===== config.mk =====
export PLATFORM = sky130hd
export DESIGN_NAME = windowed_dot_plot_cell_top
export DESIGN_NICKNAME = d
export VERILOG_FILES = /design/src/rtl/wdp_pkg.sv /design/src/rtl/windowed_dot_plot_cell_top.sv /design/src/rtl/wdp_bank_mem.sv /design/src/rtl/wdp_front.sv /design/src/rtl/wdp_score.sv
export SDC_FILE = /design/constraint.sdc
export NUM_CORES = 2
export LEC_CHECK = 0
export BUFFER_PORTS_ARGS = -buffer_cell sky130_fd_sc_hd__buf_2
export CORE_MARGIN = 2
export CORE_UTILIZATION = 25
export CTS_CLUSTER_DIAMETER = 120
export CTS_CLUSTER_SIZE = 25
export DETAILED_ROUTE_END_ITERATION = 12
export HOLD_SLACK_MARGIN = 0.15
export PLACE_DENSITY = 0.37
export SLEW_MARGIN = 20
export SYNTH_ARGS = -nofsm -noshare
export SYNTH_HDL_FRONTEND = slang
export SYNTH_SLANG_ARGS = --single-unit

===== constraint.sdc =====
create_clock -name clk -period 18.8 [get_ports clk]
set_input_delay 3.76 -clock clk [delete_from_list [all_inputs] [get_ports clk]]
set_output_delay 3.76 -clock clk [all_outputs]
set_load 0.05 [all_outputs]

===== src/rtl/wdp_pkg.sv =====
// ----------------------------------------------------------------------------
// wdp_pkg
// Shared types and constants of the windowed dot-plot cell engine.
// ----------------------------------------------------------------------------
`default_nettype none

package wdp_pkg;

  localparam int CMD_W      = 2;
  localparam int POS_W      = 7;
  localparam int SYM_W      = 8;
  localparam int CNT_W      = 5;
  localparam int THR_W      = 5;
  localparam int LEN_W      = 8;
  localparam int IN_DATA_W  = 24;
  localparam int OUT_DATA_W = 24;
  localparam int CFG_IDX_W  = 2;
  localparam int CFG_DATA_W = 8;

  localparam logic [THR_W-1:0] THR_RESET = THR_W'(5);
  localparam logic [LEN_W-1:0] LEN_RESET = LEN_W'(100);

  typedef enum logic [CMD_W-1:0] {
    CMD_LOAD_FIRST  = 2'd0,
    CMD_LOAD_SECOND = 2'd1,
    CMD_EVAL        = 2'd2,
    CMD_NONE        = 2'd3
  } cmd_t;

  typedef enum logic [CFG_IDX_W-1:0] {
    REG_THRESHOLD  = 2'd0,
    REG_ACTIVE_LEN = 2'd1
  } reg_idx_t;

  typedef struct packed {
    cmd_t             cmd;
    logic [POS_W-1:0] x;
    logic [POS_W-1:0] y;
    logic [SYM_W-1:0] sym;
    logic             fit;
    logic             in_range;
  } s1_t;

  typedef struct packed {
    logic [POS_W-1:0] x;
    logic [POS_W-1:0] y;
    logic             fit;
  } cell_t;

endpackage

`default_nettype wire


===== src/rtl/windowed_dot_plot_cell_top.sv =====
// ----------------------------------------------------------------------------
// windowed_dot_plot_cell_top
// Dot-plot cell engine over two banked symbol stores, four pipeline stages.
//
// Channel  Direction  Handshake                 Contents
// in_      slave      in_tvalid / in_tready     tuser: command; tdata: position, symbol
// out_     master     out_tvalid / out_tready   tdata: cell, match count, dot
// cfg_     slave      cfg_valid / cfg_ready     register index and write data
//
// One item is taken per clock cycle unless a stalled output has filled the
// stages ahead of it. Each store is split into banks by the low index
// bits so that every window position sits in its own bank, one read per bank a
// cycle. Reset is synchronous and active low and empties the pipeline.
// A stalled output holds every stage that is full; no item is lost or repeated.
// ----------------------------------------------------------------------------
`default_nettype none

module windowed_dot_plot_cell_top #(
  parameter int MAX_LENGTH  = 128,
  parameter int HALF_WINDOW = 5
) (
  input  wire logic                           clk,
  input  wire logic                           rst_n,
  input  wire logic                           in_tvalid,
  output logic                                in_tready,
  // [1:0] command
  input  wire logic [wdp_pkg::CMD_W-1:0]      in_tuser,
  // [6:0] pos_x, [13:7] pos_y, [21:14] symbol, [23:22] zero
  input  wire logic [wdp_pkg::IN_DATA_W-1:0]  in_tdata,
  output logic                                out_tvalid,
  input  wire logic                           out_tready,
  // [6:0] cell_x, [13:7] cell_y, [18:14] match_count, [19] dot, [23:20] zero
  output logic      [wdp_pkg::OUT_DATA_W-1:0] out_tdata,
  input  wire logic                           cfg_valid,
  output logic                                cfg_ready,
  input  wire logic [wdp_pkg::CFG_IDX_W-1:0]  cfg_index,
  input  wire logic [wdp_pkg::CFG_DATA_W-1:0] cfg_data
);
  import wdp_pkg::*;

  localparam int W      = 2 * HALF_WINDOW + 1;
  localparam int LB     = $clog2(W);
  localparam int NB     = 1 << LB;
  localparam int AW     = $clog2(MAX_LENGTH);
  localparam int IW     = (AW > POS_W ? AW : POS_W) + 1;
  localparam int DEPB   = (MAX_LENGTH + NB - 1) / NB;
  localparam int RW     = DEPB > 1 ? $clog2(DEPB) : 1;
  localparam int LenCap = MAX_LENGTH < 255 ? MAX_LENGTH : 255;

  logic [THR_W-1:0] thr_r;
  logic [LEN_W-1:0] alen_r;
  logic [LEN_W-1:0] eff_len;

  logic             in_fire;
  logic             en1, en2, en3;

  logic             v1;
  s1_t              s1;
  logic [RW-1:0]    xrow1 [NB];
  logic [RW-1:0]    yrow1 [NB];
  logic [LB-1:0]    xlo1, ylo1;

  logic             v2_r;
  cell_t            tag2_r;
  logic [LB-1:0]    xlo2_r, ylo2_r;
  logic [SYM_W-1:0] rd_first  [NB];
  logic [SYM_W-1:0] rd_second [NB];

  logic [IW-1:0]    xw1;
  logic             wr_first, wr_second;

  cell_t            tag4;
  logic [CNT_W-1:0] cnt4;
  logic             dot4;

  assign cfg_ready = 1'b1;

  always_ff @(posedge clk) begin
    if (!rst_n) begin
      thr_r  <= THR_RESET;
      alen_r <= LEN_RESET;
    end else if (cfg_valid) begin
      unique case (reg_idx_t'(cfg_index))
        REG_THRESHOLD:  thr_r  <= cfg_data[THR_W-1:0];
        REG_ACTIVE_LEN: alen_r <= cfg_data[LEN_W-1:0];
        default: ;
      endcase
    end
  end

  assign eff_len = (alen_r > LEN_W'(LenCap)) ? LEN_W'(LenCap) : alen_r;

  assign en2       = !v2_r || en3;
  assign en1       = !v1 || en2;
  assign in_tready = en1;
  assign in_fire   = in_tvalid && in_tready;

  wdp_front #(
    .MAX_LENGTH (MAX_LENGTH),
    .HALF_WINDOW(HALF_WINDOW),
    .NB         (NB),
    .LB         (LB),
    .RW         (RW),
    .IW         (IW)
  ) u_front (
    .clk    (clk),
    .rst_n  (rst_n),
    .en     (en1),
    .in_fire(in_fire),
    .cmd    (cmd_t'(in_tuser)),
    .x      (in_tdata[6:0]),
    .y      (in_tdata[13:7]),
    .sym    (in_tdata[21:14]),
    .eff_len(eff_len),
    .v_r    (v1),
    .s1_r   (s1),
    .xrow_r (xrow1),
    .yrow_r (yrow1),
    .xlo_r  (xlo1),
    .ylo_r  (ylo1)
  );

  assign xw1       = IW'(s1.x);
  assign wr_first  = v1 && en2 && s1.in_range && (s1.cmd == CMD_LOAD_FIRST);
  assign wr_second = v1 && en2 && s1.in_range && (s1.cmd == CMD_LOAD_SECOND);

  for (genvar b = 0; b < NB; b++) begin : g_bank
    wdp_bank_mem #(.RW(RW)) u_first (
      .clk    (clk),
      .we     (wr_first && (xw1[LB-1:0] == LB'(b))),
      .waddr  (xw1[LB +: RW]),
      .wdata  (s1.sym),
      .re     (en2),
      .raddr  (xrow1[b]),
      .rdata_r(rd_first[b])
    );
    wdp_bank_mem #(.RW(RW)) u_second (
      .clk    (clk),
      .we     (wr_second && (xw1[LB-1:0] == LB'(b))),
      .waddr  (xw1[LB +: RW]),
      .wdata  (s1.sym),
      .re     (en2),
      .raddr  (yrow1[b]),
      .rdata_r(rd_second[b])
    );
  end

  always_ff @(posedge clk) begin
    if (!rst_n) begin
      v2_r <= 1'b0;
    end else if (en2) begin
      v2_r <= v1 && (s1.cmd == CMD_EVAL);
    end
  end

  always_ff @(posedge clk) begin
    if (en2) begin
      tag2_r <= '{x: s1.x, y: s1.y, fit: s1.fit};
      xlo2_r <= xlo1;
      ylo2_r <= ylo1;
    end
  end

  wdp_score #(
    .HALF_WINDOW(HALF_WINDOW),
    .NB         (NB),
    .LB         (LB)
  ) u_score (
    .clk      (clk),
    .rst_n    (rst_n),
    .v_in     (v2_r),
    .tag_in   (tag2_r),
    .xlo      (xlo2_r),
    .ylo      (ylo2_r),
    .rd_first (rd_first),
    .rd_second(rd_second),
    .thr      (thr_r),
    .out_ready(out_tready),
    .en_in    (en3),
    .v_out_r  (out_tvalid),
    .tag_out_r(tag4),
    .cnt_out_r(cnt4),
    .dot_out_r(dot4)
  );

  assign out_tdata = {4'b0000, dot4, cnt4, tag4.y, tag4.x};

endmodule

`default_nettype wire


===== src/rtl/wdp_bank_mem.sv =====
// ----------------------------------------------------------------------------
// wdp_bank_mem
// One symbol bank: one write port and one read port with registered data.
// ----------------------------------------------------------------------------
`default_nettype none

module wdp_bank_mem #(
  parameter int RW = 3
) (
  input  wire logic                      clk,
  input  wire logic                      we,
  input  wire logic [RW-1:0]             waddr,
  input  wire logic [wdp_pkg::SYM_W-1:0] wdata,
  input  wire logic                      re,
  input  wire logic [RW-1:0]             raddr,
  output logic      [wdp_pkg::SYM_W-1:0] rdata_r
);
  import wdp_pkg::*;

  logic [SYM_W-1:0] mem [1 << RW];

  always_ff @(posedge clk) begin
    if (we) begin
      mem[waddr] <= wdata;
    end
  end

  always_ff @(posedge clk) begin
    if (re) begin
      rdata_r <= mem[raddr];
    end
  end

endmodule

`default_nettype wire


===== src/rtl/wdp_front.sv =====
// ----------------------------------------------------------------------------
// wdp_front
// First stage: decodes an item, checks the window against the active length
// and forms the row address of every bank for both sequences.
// ----------------------------------------------------------------------------
`default_nettype none

module wdp_front #(
  parameter int MAX_LENGTH  = 128,
  parameter int HALF_WINDOW = 5,
  parameter int NB          = 16,
  parameter int LB          = 4,
  parameter int RW          = 3,
  parameter int IW          = 8
) (
  input  wire logic                      clk,
  input  wire logic                      rst_n,
  input  wire logic                      en,
  input  wire logic                      in_fire,
  input  wire wdp_pkg::cmd_t             cmd,
  input  wire logic [wdp_pkg::POS_W-1:0] x,
  input  wire logic [wdp_pkg::POS_W-1:0] y,
  input  wire logic [wdp_pkg::SYM_W-1:0] sym,
  input  wire logic [wdp_pkg::LEN_W-1:0] eff_len,
  output logic                           v_r,
  output wdp_pkg::s1_t                   s1_r,
  output logic      [RW-1:0]             xrow_r [NB],
  output logic      [RW-1:0]             yrow_r [NB],
  output logic      [LB-1:0]             xlo_r,
  output logic      [LB-1:0]             ylo_r
);
  import wdp_pkg::*;

  logic [IW-1:0] xw, yw, xs, ys, ix, iy;
  logic [LB-1:0] offx, offy;
  logic [RW-1:0] xrow_nxt [NB];
  logic [RW-1:0] yrow_nxt [NB];
  logic          fit_nxt;
  logic          in_range_nxt;

  always_comb begin
    xw = IW'(x);
    yw = IW'(y);
    xs = xw - IW'(HALF_WINDOW);
    ys = yw - IW'(HALF_WINDOW);
    ix = '0;
    iy = '0;
    offx = '0;
    offy = '0;
    for (int b = 0; b < NB; b++) begin
      offx = LB'(b) - xs[LB-1:0];
      offy = LB'(b) - ys[LB-1:0];
      ix = xs + IW'(offx);
      iy = ys + IW'(offy);
      xrow_nxt[b] = ix[LB +: RW];
      yrow_nxt[b] = iy[LB +: RW];
    end
    fit_nxt = (9'(x) >= 9'(HALF_WINDOW)) && (9'(x) + 9'(HALF_WINDOW) < 9'(eff_len)) &&
              (9'(y) >= 9'(HALF_WINDOW)) && (9'(y) + 9'(HALF_WINDOW) < 9'(eff_len));
    in_range_nxt = int'(x) < MAX_LENGTH;
  end

  always_ff @(posedge clk) begin
    if (!rst_n) begin
      v_r <= 1'b0;
    end else if (en) begin
      v_r <= in_fire;
    end
  end

  always_ff @(posedge clk) begin
    if (en && in_fire) begin
      s1_r     <= '{cmd: cmd, x: x, y: y, sym: sym, fit: fit_nxt, in_range: in_range_nxt};
      xrow_r   <= xrow_nxt;
      yrow_r   <= yrow_nxt;
      xlo_r    <= xs[LB-1:0];
      ylo_r    <= ys[LB-1:0];
    end
  end

endmodule

`default_nettype wire


===== src/rtl/wdp_score.sv =====
// ----------------------------------------------------------------------------
// wdp_score
// Last two stages: lines the bank outputs up in window order and compares
// them, then counts the equal pairs and applies the threshold.
// ----------------------------------------------------------------------------
`default_nettype none

module wdp_score #(
  parameter int HALF_WINDOW = 5,
  parameter int NB          = 16,
  parameter int LB          = 4
) (
  input  wire logic                      clk,
  input  wire logic                      rst_n,
  input  wire logic                      v_in,
  input  wire wdp_pkg::cell_t            tag_in,
  input  wire logic [LB-1:0]             xlo,
  input  wire logic [LB-1:0]             ylo,
  input  wire logic [wdp_pkg::SYM_W-1:0] rd_first  [NB],
  input  wire logic [wdp_pkg::SYM_W-1:0] rd_second [NB],
  input  wire logic [wdp_pkg::THR_W-1:0] thr,
  input  wire logic                      out_ready,
  output logic                           en_in,
  output logic                           v_out_r,
  output wdp_pkg::cell_t                 tag_out_r,
  output logic      [wdp_pkg::CNT_W-1:0] cnt_out_r,
  output logic                           dot_out_r
);
  import wdp_pkg::*;

  localparam int W = 2 * HALF_WINDOW + 1;

  logic             v3_r;
  cell_t            tag3_r;
  logic [W-1:0]     eq3_r;
  logic [W-1:0]     eq_nxt;
  logic [LB-1:0]    ia, ib;
  logic [CNT_W-1:0] cnt_nxt;
  logic             dot_nxt;
  logic             en4;

  assign en4   = !v_out_r || out_ready;
  assign en_in = !v3_r || en4;

  always_comb begin
    ia = '0;
    ib = '0;
    for (int k = 0; k < W; k++) begin
      ia = xlo + LB'(k);
      ib = ylo + LB'(k);
      eq_nxt[k] = (rd_first[ia] == rd_second[ib]);
    end
  end

  always_comb begin
    cnt_nxt = '0;
    for (int k = 0; k < W; k++) begin
      cnt_nxt = cnt_nxt + CNT_W'(eq3_r[k]);
    end
    if (!tag3_r.fit) begin
      cnt_nxt = '0;
    end
    dot_nxt = tag3_r.fit && (cnt_nxt >= thr);
  end

  always_ff @(posedge clk) begin
    if (!rst_n) begin
      v3_r    <= 1'b0;
      v_out_r <= 1'b0;
    end else begin
      if (en_in) begin
        v3_r <= v_in;
      end
      if (en4) begin
        v_out_r <= v3_r;
      end
    end
  end

  always_ff @(posedge clk) begin
    if (en_in) begin
      tag3_r <= tag_in;
      eq3_r  <= eq_nxt;
    end
    if (en4) begin
      tag_out_r <= tag3_r;
      cnt_out_r <= cnt_nxt;
      dot_out_r <= dot_nxt;
    end
  end

endmodule

`default_nettype wire


# ---- After elaboration in Yosys (flattened, before gate mapping)
# Memory sizes are Yosys's and may differ from the RTL's. A register that Yosys moved wholly into a read port is not among the register bits.
# Cells that the tools add are included.
dict set report totals {
  mem_bits_rw 2048
  regBits 215
  memories 32
  word_cells 454
}
dict set report op_classes {
  mux 132
  eq_ne 29
  bitwise_logic 22
  magnitude_cmp 28
  n_reduce_logical 55
  n_addsub 98
}
# memory words width rd rd_clocked_by_memory_dff write_ports line_no
set mem_list {}
lappend mem_list {{g_bank[0].u_first.mem} 8 8 1 1 1 wdp_bank_mem.sv:20} ;# logic [SYM_W-1:0] mem [1 << RW];
lappend mem_list {{g_bank[0].u_second.mem} 8 8 1 1 1 wdp_bank_mem.sv:20}
lappend mem_list {{g_bank[10].u_first.mem} 8 8 1 1 1 wdp_bank_mem.sv:20}
lappend mem_list {{g_bank[10].u_second.mem} 8 8 1 1 1 wdp_bank_mem.sv:20}
lappend mem_list {{g_bank[11].u_first.mem} 8 8 1 1 1 wdp_bank_mem.sv:20}
lappend mem_list {{g_bank[11].u_second.mem} 8 8 1 1 1 wdp_bank_mem.sv:20}
lappend mem_list {{26 more memories} n/a n/a n/a n/a n/a n/a}
# cell n
set op_table {}
lappend op_table {{$bmux 8 s4} 22}
lappend op_table {{$mux 8} 45}
lappend op_table {{$add 7x4->7} 32}
lappend op_table {{$ge 5x5->1 const B} 22}
lappend op_table {{$not 4->5} 22}
lappend op_table {{$eq 8x8->1} 11}
lappend op_table {{$mux 1} 64}
lappend op_table {{$sub 4x4->4 const A} 16}
lappend op_table {{$add 5x1->5} 9}
lappend op_table {{$logic_and 1x1->1} 42}
lappend op_table {{$add 4x3->4 const B} 8}
lappend op_table {{$eq 4x4->1 const B} 8}
lappend op_table {{$sub 3x4->4 const A} 8}
lappend op_table {{$add 4x4->4 const B} 6}
lappend op_table {{$lt 9x8->1} 2}
lappend op_table {{$add 4x2->4 const B} 4}
lappend op_table {{$add 7x3->8 const B} 2}
lappend op_table {{$eq 4x3->1 const B} 4}
lappend op_table {{$sub 1x4->4 const A} 4}
lappend op_table {{$sub 2x4->4 const A} 4}
lappend op_table {{$ge 7x3->1 const B} 2}
lappend op_table {{$sub 7x3->7 const B} 2}
lappend op_table {{$add 4x1->4 const B} 2}
lappend op_table {{$eq 4x2->1 const B} 2}
lappend op_table {{other kinds (12)} 21}

# ---- Depth between registers and ports, before layout
dict set report depth {
  ltp_word 13
  depth_mapped 16
  ltp_nobuf 15
}

# ---- Hierarchy
# From an unflattened synthesis, not the netlist that was laid out.
dict set report unflattened {
  cells_unflattened 5430
  hier_area_um2 112785.7
}
# module n_inst area_per_inst_um2 cells_per_inst seq_area_each_um2
set modules_own_cells {}
lappend modules_own_cells {wdp_bank_mem 32 2771.4 114 2162.1}
lappend modules_own_cells {wdp_score 1 14681.6 1013 1421.4}
lappend modules_own_cells {wdp_front 1 7619.8 615 3893.7}
lappend modules_own_cells {windowed_dot_plot_cell_top 1 1799.2 154 970.9}

# ---- Worst setup path before layout
# OpenSTA, ideal clock, no wires.
dict set report synth_path {
  path_kind {input to register}
  from {input out_tready}
  to {register v2_r}
  setup_ps 437
  required_time_ps 18363
  t_arrival_ps 9809
  path_buffers 0
  path_slack_ps 8554
  cell_stages 4
  path_cell_list {nor2b_1 > and3_1 > inv_1 > a21boi_0}
}
dict set report synth_via {
  elab_chain_cells 3
}
# element line_no
set synth_lines {}
lappend synth_lines {{start, declared} windowed_dot_plot_cell_top.sv:31} ;# input wire logic out_tready,
lappend synth_lines {{$logic_or 1x1->1} wdp_score.sv:42} ;# assign en4 = !v_out_r || out_ready;
lappend synth_lines {{$logic_or 1x1->1} wdp_score.sv:43} ;# assign en_in = !v3_r || en4;
lappend synth_lines {{$logic_or 1x1->1} windowed_dot_plot_cell_top.sv:93} ;# assign en2 = !v2_r || en3;
lappend synth_lines {{via en2} windowed_dot_plot_cell_top.sv:55} ;# logic en1, en2, en3;
lappend synth_lines {{end signal, assigned} windowed_dot_plot_cell_top.sv:152} ;# v2_r <= v1 && (s1.cmd == CMD_EVAL);
lappend synth_lines {{end, declared} windowed_dot_plot_cell_top.sv:63} ;# logic v2_r;
# The timed path passes the listed nets, and every way through them passes these cells.
# A chain may end at the register's enable or synchronous reset.

# ---- Worst setup path after layout
dict set report layout_path {
  from {input out_tready}
  to {output in_tready}
}
dict set report layout_via {
  elab_chain_cells 4
}
# element line_no
set layout_lines {}
lappend layout_lines {{$logic_or 1x1->1} wdp_score.sv:42}
lappend layout_lines {{$logic_or 1x1->1} wdp_score.sv:43}
lappend layout_lines {{$logic_or 1x1->1} windowed_dot_plot_cell_top.sv:93}
lappend layout_lines {{$logic_or 1x1->1} windowed_dot_plot_cell_top.sv:94} ;# assign en1 = !v1 || en2;
lappend layout_lines {{end, declared} windowed_dot_plot_cell_top.sv:25} ;# output logic in_tready,
# Every way passes these cells.

==> flow_metrics.env <==
export IMPL_status="complete, no violations"
export IMPL_dpl_hpwl_um=238000
export IMPL_drc=0
export IMPL_syn_cell_area_um2=109000
export IMPL_track_usage_pct=15.6
export IMPL_async_flop_share_pct=0
export IMPL_power_per_cell_area_nw_per_um2=108
export IMPL_syn_inst=5565
export IMPL_drv_cap=0
export IMPL_vias=54200
export IMPL_crit_required_ns=15.04
export IMPL_critical_path_startpoint="out_tready"
export IMPL_ir_drop_v=0.0000738
export IMPL_yosysWarningCount=0
export IMPL_synth_edf_count=2501
export IMPL_die_h_um=666
export IMPL_rsz0062_at_grt="false"
export IMPL_rows=243
export IMPL_port_buffers=59
export IMPL_ys_seq_area_share_pct=68.9
export IMPL_ys_types=61
export IMPL_fmax_mhz=115
export IMPL_fin_util_pct=27.5
export IMPL_ys_ff_latch=2518
export IMPL_final_cell_mix="edfxtp_1, mux4_2, nor2_1"
export IMPL_num_fill_cells=43300
export IMPL_dominantRegCellSynth="edfxtp_1"
export IMPL_synth_top_area_cell="edfxtp_1"
export IMPL_p_total_mw=12.9
export IMPL_gp_congestion=0.878
export IMPL_netlist_top_cells_area="edfxtp_1, mux4_2, mux2_2"
export IMPL_critical_path_class="input pin to output port"
export IMPL_endpoint_kind="output port"
export IMPL_p_leak_nw=36.6
export IMPL_htreeDepth=3
export IMPL_area_growth_synth_to_final_pct=9.80
export IMPL_wl_per_cell_um=31.1
export IMPL_clock_tree_buffer_depth=4
export IMPL_drive_gt1_share_pct=26.9
export IMPL_tightest_slew_ns=1.21
export IMPL_hp_class="flop to flop"
export IMPL_cts_hold_buf=0
export IMPL_fin_nets=5655
export IMPL_layout_commonest_cell="edfxtp_1"
export IMPL_period_share_pct=46.1
export IMPL_cp_max_fo=5
export IMPL_cts_root_buf="clkbuf_16"
export IMPL_worst_endpoint_arrival_ns=4.90
export IMPL_clock_sinks=2518
export IMPL_grt_pass1_vias=54700
export IMPL_tns_ns=0
export IMPL_first_iter_violations=5704
export IMPL_grt_overflow=0
export IMPL_routed_wirelength_um=352000
export IMPL_core_um2=437000
export IMPL_vias_per_cell=4.78
export IMPL_start_kind="input pin"
export IMPL_die_w_um=666
export IMPL_finClkSkew_ns=0.0442
export IMPL_ios=68
export IMPL_drtPass1Iterations=6
export IMPL_synth_top_cell_area_share_pct=68.6
export IMPL_finalSetupViolations=0
export IMPL_cts_setup_buffers=0
export IMPL_r2r_start="ylo2_r[0]$_DFFE_PP_"
export IMPL_initial_core_util_pct=25.0
export IMPL_regArea_um2=75400
export IMPL_ant_nets=0
export IMPL_fin_crit_ns=8.66
export IMPL_cts_resized=0
export IMPL_holdCritStartpoint="tag2_r[4]$_DFFE_PP_"
export IMPL_antenna_found_initial=44
export IMPL_die_area_um2=443000
export IMPL_slew_violations=0
export IMPL_finalHoldViolCount=0
export IMPL_clk_insertion_delay_late_ns=0.94
export IMPL_cts_tree="built"
export IMPL_clk_pin_slew_ns=0.10
export IMPL_grt_first_pass_wirelength_um=479000
export IMPL_syn_avg_cell_area_um2=19.7
export IMPL_max_slew_margin_rel_pct=19.3
export IMPL_grt_max_degree=158
export IMPL_numCtsBuffers=122
export IMPL_multiInputGateArea_um2=32400
==> sequential cells by signal (all words and copies together) (netlist names), 5 cells and up <==
signal and count:
g_bank.u_second.mem 1024, u_front.s1_r 25, u_score.tag3_r 15, g_bank.u_first.rdata_r 128, u_score.tag_out_r 14, u_score.eq3_r 11, u_front.xrow_r 48, g_bank.u_first.mem 1024
tag2_r 15, g_bank.u_second.rdata_r 128, alen_r 8, thr_r 5, u_front.yrow_r 48
==> kinds of logic after synthesis <==
group | Yosys count | share of synthesized area, %
simple gates | 731 | 2.90
mux | 1320 | 21.9
compound gates | 251 | 1.68
fa+ha+maj | 90 | 1.07
other cells | 2 | 0.00686
buf+inv | 423 | 1.67
flops | 2518 | 68.9
xor+xnor | 230 | 1.87
==> worst paths after layout <==
check | to | slack, ns | cells past startpoint
worst min register to register | u_score.tag3_r[4]$_DFFE_PP_ | 0.42 | 0
worst max-delay path | in_tready | 10.14 | 5
worst min-delay path | u_score.tag3_r[4]$_DFFE_PP_ | 0.42 | 0
worst max register to register | u_score.eq3_r[1]$_DFFE_PP_ | 13.43 | 12
==> area by class of cell <==
| type | count | area share [%] |
|---|---|---|
| timing repair buffer | 186 | 1.14 |
| clock buffer | 147 | 2.65 |
| inverter | 68 | 0.221 |
| tap | 5757 | 5.99 |
| sequential | 2518 | 62.8 |
| antenna | 16 | 0.0333 |
| clock inverter | 18 | 0.225 |
| multi-input combinational | 2628 | 27.0 |
==> metrics by stage <==
step	setup WS [ns]	area [um2]	hold WS, ns	std cells
after floorplan	8.55	110000	0.400	5569
after global placement	10.12	117000	0.403	11200
after detailed placement	10.13	117000	0.406	11200
after CTS	10.13	120000	0.422	11300
after global routing	10.03	120000	0.436	11300
final	10.14	120000	0.421	11300
==> routing by layer <==
metal	global-route usage (%)	vias up	share of wire [%]
li1	-	22700	-
met1	22.4	29900	46
met2	25.4	1436	48
met3	1.69	290	4.0
met4	3.17	2	2.2
met5	0	-	0.0037
==> worst max-delay path, stage by stage <==
cell	delay (ns)
buf_2	0.09
nor2b_1	0.31
and3_1	0.39
nand2_1	0.12
buf_2	0.24
==> cells in the mapped netlist (all sizes together), types with 7 or more instances <==
| master | instances |
|---|---|
| edfxtp | 2501 |
| a21o | 8 |
| o22ai | 10 |
| a221oi | 67 |
| nand2 | 137 |
| a21oi | 44 |
| nand3 | 76 |
| mux2 | 303 |
| mux2i | 189 |
| nor4 | 13 |
| clkbuf | 160 |
| a22oi | 7 |
| xor2 | 25 |
| nor3 | 39 |
| nand4 | 38 |
| ha | 84 |
| a22o | 57 |
| xnor2 | 205 |
| mux4 | 828 |
| o21ai | 37 |
| dfxtp | 17 |
| nor2 | 370 |
| buf | 195 |
| inv | 64 |
| and2 | 13 |
| nor2b | 27 |
==> power by group <==
part | switching, mW | internal (mW)
sequential | 0.494 | 6.46
combinational | 1.62 | 1.29
clock | 1.85 | 1.23
No activity file was read; power rests on OpenSTA's default activity.
